`src/sv/pit_pkg.sv`:
```
// Shared constants for the point-in-triangle test.
// Used by every module of the block; depends on nothing.
package pit_pkg;
    localparam int COORD_BITS_DEF     = 16;
    localparam int QUOT_FRAC_BITS_DEF = 16;
    localparam int QUEUE_DEPTH        = 2;
    localparam int IDX_W              = 3;

    localparam logic [IDX_W-1:0] REG_A_X = 3'd0;
    localparam logic [IDX_W-1:0] REG_A_Y = 3'd1;
    localparam logic [IDX_W-1:0] REG_B_X = 3'd2;
    localparam logic [IDX_W-1:0] REG_B_Y = 3'd3;
    localparam logic [IDX_W-1:0] REG_C_X = 3'd4;
    localparam logic [IDX_W-1:0] REG_C_Y = 3'd5;
endpackage

```
`src/sv/pit_div.sv`:
```
// Pipelined restoring divider: one quotient bit per stage, flags overflow at four.
// Depends on pit_pkg.
module pit_div
    import pit_pkg::*;
#(
    parameter int MW = 34,
    parameter int QUOT_FRAC_BITS = QUOT_FRAC_BITS_DEF
) (
    input  logic                      i_clk,
    input  logic                      i_rst_n,
    input  logic                      i_valid,
    input  logic [MW-1:0]             i_num,
    input  logic [MW-1:0]             i_den,
    output logic                      o_valid,
    output logic                      o_ovf,
    output logic [QUOT_FRAC_BITS+1:0] o_quot
);
    localparam int F  = QUOT_FRAC_BITS;
    localparam int NS = F + 2;
    localparam int RW = MW + 2;

    logic          r_v   [0:NS];
    logic          r_ovf [0:NS];
    logic [RW-1:0] r_rem [0:NS];
    logic [MW-1:0] r_d   [0:NS];
    logic [F+1:0]  r_q   [0:NS];

    always_ff @(posedge i_clk) begin
        if (!i_rst_n) begin
            r_v[0] <= 1'b0;
        end else begin
            r_v[0] <= i_valid;
        end
    end

    always_ff @(posedge i_clk) begin
        r_ovf[0] <= {2'b00, i_num} >= {i_den, 2'b00};
        r_rem[0] <= RW'(i_num);
        r_d[0]   <= i_den;
        r_q[0]   <= '0;
    end

    for (genvar j = 0; j < NS; j++) begin : g_stage
        logic [RW-1:0] cand, cmpd;
        logic          qbit;

        always_comb begin
            if (j < 2) begin
                cand = r_rem[j];
                cmpd = RW'({2'b00, r_d[j]} << (1 - j));
            end else begin
                cand = {r_rem[j][RW-2:0], 1'b0};
                cmpd = RW'(r_d[j]);
            end
            qbit = (cand >= cmpd);
        end

        always_ff @(posedge i_clk) begin
            if (!i_rst_n) begin
                r_v[j+1] <= 1'b0;
            end else begin
                r_v[j+1] <= r_v[j];
            end
        end

        always_ff @(posedge i_clk) begin
            r_ovf[j+1] <= r_ovf[j];
            r_rem[j+1] <= qbit ? cand - cmpd : cand;
            r_d[j+1]   <= r_d[j];
            r_q[j+1]   <= {r_q[j][F:0], qbit};
        end
    end

    assign o_valid = r_v[NS];
    assign o_ovf   = r_ovf[NS];
    assign o_quot  = r_q[NS];
endmodule

```
`config.mk`:
```
export PLATFORM = sky130hd
export DESIGN_NAME = pit_div
export DESIGN_NICKNAME = d
export VERILOG_FILES = /design/src/sv/pit_pkg.sv /design/src/sv/pit_div.sv
export SDC_FILE = /design/constraint.sdc
export NUM_CORES = 2
export LEC_CHECK = 0
export ABC_CLOCK_PERIOD_IN_PS = 4100
export BUFFER_PORTS_ARGS = -buffer_cell sky130_fd_sc_hd__buf_2
export CAP_MARGIN = 20
export CORE_MARGIN = 2
export CORE_UTILIZATION = 64
export DETAILED_ROUTE_END_ITERATION = 6
export HOLD_SLACK_MARGIN = 0.06
export PLACE_DENSITY_LB_ADDON = 0.2
export SYNTH_ARGS = -nofsm -noshare
export SYNTH_HDL_FRONTEND = slang
export SYNTH_SLANG_ARGS = --single-unit
```
`constraint.sdc`:
```
create_clock -name i_clk -period 4.1 [get_ports i_clk]
set_clock_uncertainty 0.1 [all_clocks]
set_input_delay 0.615 -clock i_clk [delete_from_list [all_inputs] [get_ports i_clk]]
set_output_delay 0.615 -clock i_clk [all_outputs]
set_load 0.05 [all_outputs]
```
Word-level counts from Yosys, hierarchy flattened --
Memory sizes are Yosys's and may differ from the RTL's. Index checks and enable logic that the tools add are counted.
Operators by class: bitwise operators 19, muxes and demuxes 39, magnitude comparators 19, $add $sub $neg 18
Operators by type and width (count):
- $mux W36 | 18
- $ge A36 B34 Y1 | 17
- $sub A36 B34 Y36 | 17
- $ge A34 B36 Y1 | 1
- $ge A36 B35 Y1 | 1
- $sub A36 B35 Y36 | 1
- $mux W1 | 21
- $or A1 B1 Y1 | 19
Word-level totals: register bits 0, memory bits (writable) 1710, input port bits 71, word-level logic and storage cells 100, memories 5
Memories:
- r_rem | depth 19, width 36, rd ports 18, clocked after Yosys merged registers in 0, write ports 19, RTL line pit_div.sv:24 | logic [RW-1:0] r_rem [0:NS];
- r_d | depth 19, width 34, rd ports 18, clocked after Yosys merged registers in 0, write ports 19, RTL line pit_div.sv:25 | logic [MW-1:0] r_d [0:NS];
- r_q | depth 19, width 18, rd ports 19, clocked after Yosys merged registers in 0, write ports 19, RTL line pit_div.sv:26 | logic [F+1:0] r_q [0:NS];
- r_ovf | depth 19, width 1, rd ports 19, clocked after Yosys merged registers in 0, write ports 19, RTL line pit_div.sv:23 | logic r_ovf [0:NS];
- r_v | depth 19, width 1, rd ports 19, clocked after Yosys merged registers in 0, write ports 19, RTL line pit_div.sv:22 | logic r_v [0:NS];

Longest topological paths before layout --
An unclocked memory read counts as a cell.
word-level depth 3, gate-level depth with buffers 15

Least setup slack after synthesis --
Ideal clock, no wire load.
kind reg-to-reg, start mem r_d[11][0], end mem r_rem[12][1] (netlist bit), arrival time 2.915 ns, slack 0.964 ns, cell stages (with the launch flop) 13, library setup time 0.121 ns, data required time 3.879 ns, cells stage by stage dfxtp_1 -> inv_1 -> fa_1 -> a21o_1 -> a21oi_2 -> o21bai_1 -> a2111oi_2 -> nor3_1 -> o21ai_1 -> nand2b_1 -> a211oi_2 -> buf_2 -> mux2_2
RTL lines (RTL line):
- start, declared | pit_div.sv:25
- end, declared | pit_div.sv:24

==> run summary <==
=====================================================================================
Cell-by-cell listing of the critical path                                inv_1, ha_1, nor2b_1, o21ai_0, a21oi_1, o21a_1, o211ai_1, a31oi_1, o31ai_1, and2_2, buf_12, mux2_2
Worst R2R End                                                            r_rem[1][2]$_DFF_P_
Number of enable flip-flop cells after synthesis                                    0
Areal power density over the cells                                         900 mW/mm²
Setup-violating endpoint count in the final report                                  0
Detailed-routing iteration count for the pre-antenna-repair pass                    5
Tightest slew margin relative to the limit                                      27.8%
Transition time at the pin with the least slew margin                         1.07 ns
Post-route cell area                                                       0.0781 mm²
Total congestion overflow                                                           0
Avg Vias per Cell                                                                5.83
Maximum number of pins on one net before global-route repair                       69
Final critical delay including setup and external delays                      3.91 ns
Hold path start                                                               i_rst_n
Maximum ir drop on the vdd rail                                              0.602 mV
Worst-case setup margin in the final layout                                  0.192 ns
Max Cap Viol                                                                        0
Element type at the critical path end                                        register
Synth-to-layout area growth                                                     11.8%
Critical path type                                                         reg -> reg
Dominant cells by area after synthesis                                   dfxtp_1 (42%), ha_1 (11%), a21oi_1 (4.8%)
Outcome                                                                  finished clean
Clock-pin slew of the registers on the worst-case setup and hold paths        0.07 ns
Commonest register cell after synthesis                                       dfxtp_1
Netlist area before placement                                              0.0699 mm²
Critical Path RT                                                              4.65 ns
Full die area                                                               0.112 mm²
Cell area reported after detailed placement                                0.0720 mm²
Count of synthesis-stage warnings from yosys                                        0
Maximum achievable frequency                                                  256 MHz
Post-route DRC                                                                      0
Via count of the first global-routing pass                                     54,700
Launch instance of the worst register-to-register path                   r_d[0][1]$_DFF_P_
Maximum level of the CTS H-tree                                                     4
Total number of clock tree sinks                                                1,451
HPWL after detailed placement                                              137,000 µm
Site Rows                                                                         121
Share of synthesized area occupied by flip-flops and latches                    41.6%
Final Max Slew Viols                                                                0
Nets@finish                                                                     8,739
Count of mapped cells out of synthesis                                          7,846
Clock latency on the worst-skew pair                                          0.78 ns
Layout Utilization                                                              72.0%
Crit path arrival time                                                        4.46 ns
Clock tree from TritonCTS                                                         yes
Portion of synthesized cell area occupied by the leading cell type              41.6%
Path category of the worst min-delay check                                  in -> reg
GRT Resource Usage Total                                                        31.5%
Total instance count after detailed placement                                   9,202
Fin cells                                                                       9,548
Maximum clock path buffer count                                                     3
Cell type with the highest aggregate area in the netlist                      dfxtp_1
First-pass GRT wire length                                                 285,000 µm
Clk Tree Root Cell                                                          clkbuf_16
Netlist cell types                                                                105
Critical path buffers and inverters                                                 2
Core Area                                                                   0.109 mm²
Setup TNS                                                                        0 ns
GPL Wtd Cong                                                                    0.959
Leak Pwr                                                                      36.9 nW
Setup repair after global routing missed its margin                             false
Critical Path Start Type                                                     register
Worst-case reg-to-reg path depth                                                   12
CTS hold repair buffers                                                            69
Register bit total from synthesis                                               1,451
Via count                                                                      55,600
Cell with the largest stage delay on the worst path                          o211ai_1
Final worst path period share                                                   95.3%
Hold path endpoint                                                       r_v[4][2]$_DFF_P_
Number of buffers created by CTS                                                  150
Cell family with most CP delay                                           compound AO/OA/AOI/OAI gates
Post-route antenna net violation count                                              0
Height of the chip                                                             334 µm
I/O pin cnt                                                                        91
Mean cell area of the mapped netlist                                         8.91 µm²
Starting density of the core                                                    64.4%
Maximum fanout encountered on the critical timing path                             41
Drt initial violations                                                          3,767
Share of cells above drive strength 1                                           7.62%
Commonest cells after routing, fill and taps aside                       dfxtp_1 (1,451), inv_1 (798), a21oi_1 (675), ha_1 (642), nand2_1 (630)
Power consumption                                                             70.4 mW
Worst setup slack before clock tree synthesis                                0.347 ns
Drt wl/cell                                                                   18.7 µm
Antenna violations before repair                                                    5
Register-to-register setup slack                                              0.19 ns
Routed wire length                                                         178,000 µm
Fillers                                                                         8,376
Stage delay of the slowest cell on the critical path                          0.46 ns
Synth Net Count                                                                 8,576
Min Hold Slack                                                               0.129 ns
Number of setup buffers added after CTS                                             0
Ys async rst share                                                                 0%
Leading cell type in the layout, fill and taps excluded                       dfxtp_1
Chip width                                                                     334 µm
Port bufs                                                                          90
Final Hold Vio Count                                                                0
Gates resized, CTS repair                                                           0
Worst Hold Depth                                                                    2
=====================================================================================
-- synthesized netlist by cell type, drive strengths merged, types with 71 or more instances --
master and count:
nand4 117, o21a 77, ha 642, nor2 455
a21oi 679, mux2 101, a21o 396, nor3 94
buf 71, clkbuf 157, nand3 134, xor2 229
xnor2 281, nand2 631, dfxtp 1451, nor2b 80
o21bai 97, o21ai 610, inv 801
-- cell type report --
class / count / area (µm²) / area share [%]
diodes: 1 / 2.50 / 0.00320
multi-input cells: 5366 / 37000 / 47.3
clock buffers: 202 / 4280 / 5.48
flip-flops and latches: 1451 / 29000 / 37.2
inverters: 801 / 3010 / 3.85
clock inverters: 74 / 1160 / 1.49
repair buffers: 239 / 1920 / 2.45
well taps: 1414 / 1770 / 2.26
-- cell families after synthesis --
family	after synthesis	share of synthesized area (%)
fa+ha+maj	659	12.0
compound gates	2257	20.2
xor+xnor	510	6.39
buf+inv	1029	5.74
mux	109	1.84
simple gates	1831	12.3
flops	1451	41.6
-- worst reg2reg max path: cells and delay by family, from the launching register on --
kind / cells / cell delay, ns
simple gates: 2 / 0.55
flops: 1 / 0.36
mux: 1 / 0.41
compound gates: 6 / 1.75
fa+ha+maj: 1 / 0.31
buf+inv: 2 / 0.33
-- sequential cells by signal, indices dropped and copies added (netlist names) --
signal	flops
r_d	612
r_rem	630
r_q	171
r_ovf	19
r_v	19
-- power breakdown --
part / internal [mW] / switching [mW]
Clock: 8.73 / 5.91
Combinational: 14.7 / 19.8
Sequential: 18.6 / 2.73
Total: 42.0 / 28.4
-- worst max-delay path by stage --
stage | start | to | cells after the start
final | r_d[0][1]$_DFF_P_ | r_rem[1][2]$_DFF_P_ | 12
after floorplan | r_d[11][0]$_DFF_P_ | r_rem[12][1]$_DFF_P_ | 12
after global routing | r_d[3][0]$_DFF_P_ | r_rem[4][15]$_DFF_P_ | 12
after global placement | r_d[15][0]$_DFF_P_ | r_rem[16][1]$_DFF_P_ | 12
after CTS | r_d[3][0]$_DFF_P_ | r_rem[4][15]$_DFF_P_ | 12
after detailed placement | r_d[15][0]$_DFF_P_ | r_rem[16][1]$_DFF_P_ | 12
-- layer usage --
layer  wire length, µm  vias to the layer above  global-route usage, %  share of wire [%]
li1                  -                    27500                      -                  -
met1             76400                    26100                   39.1                 43
met2             85900                     1635                   54.8                 48
met3              8900                      446                   4.15                5.0
met4              7270                        2                   13.3                4.1
met5                13                        -                      0             0.0073
(Power assumes the default switching activity.)
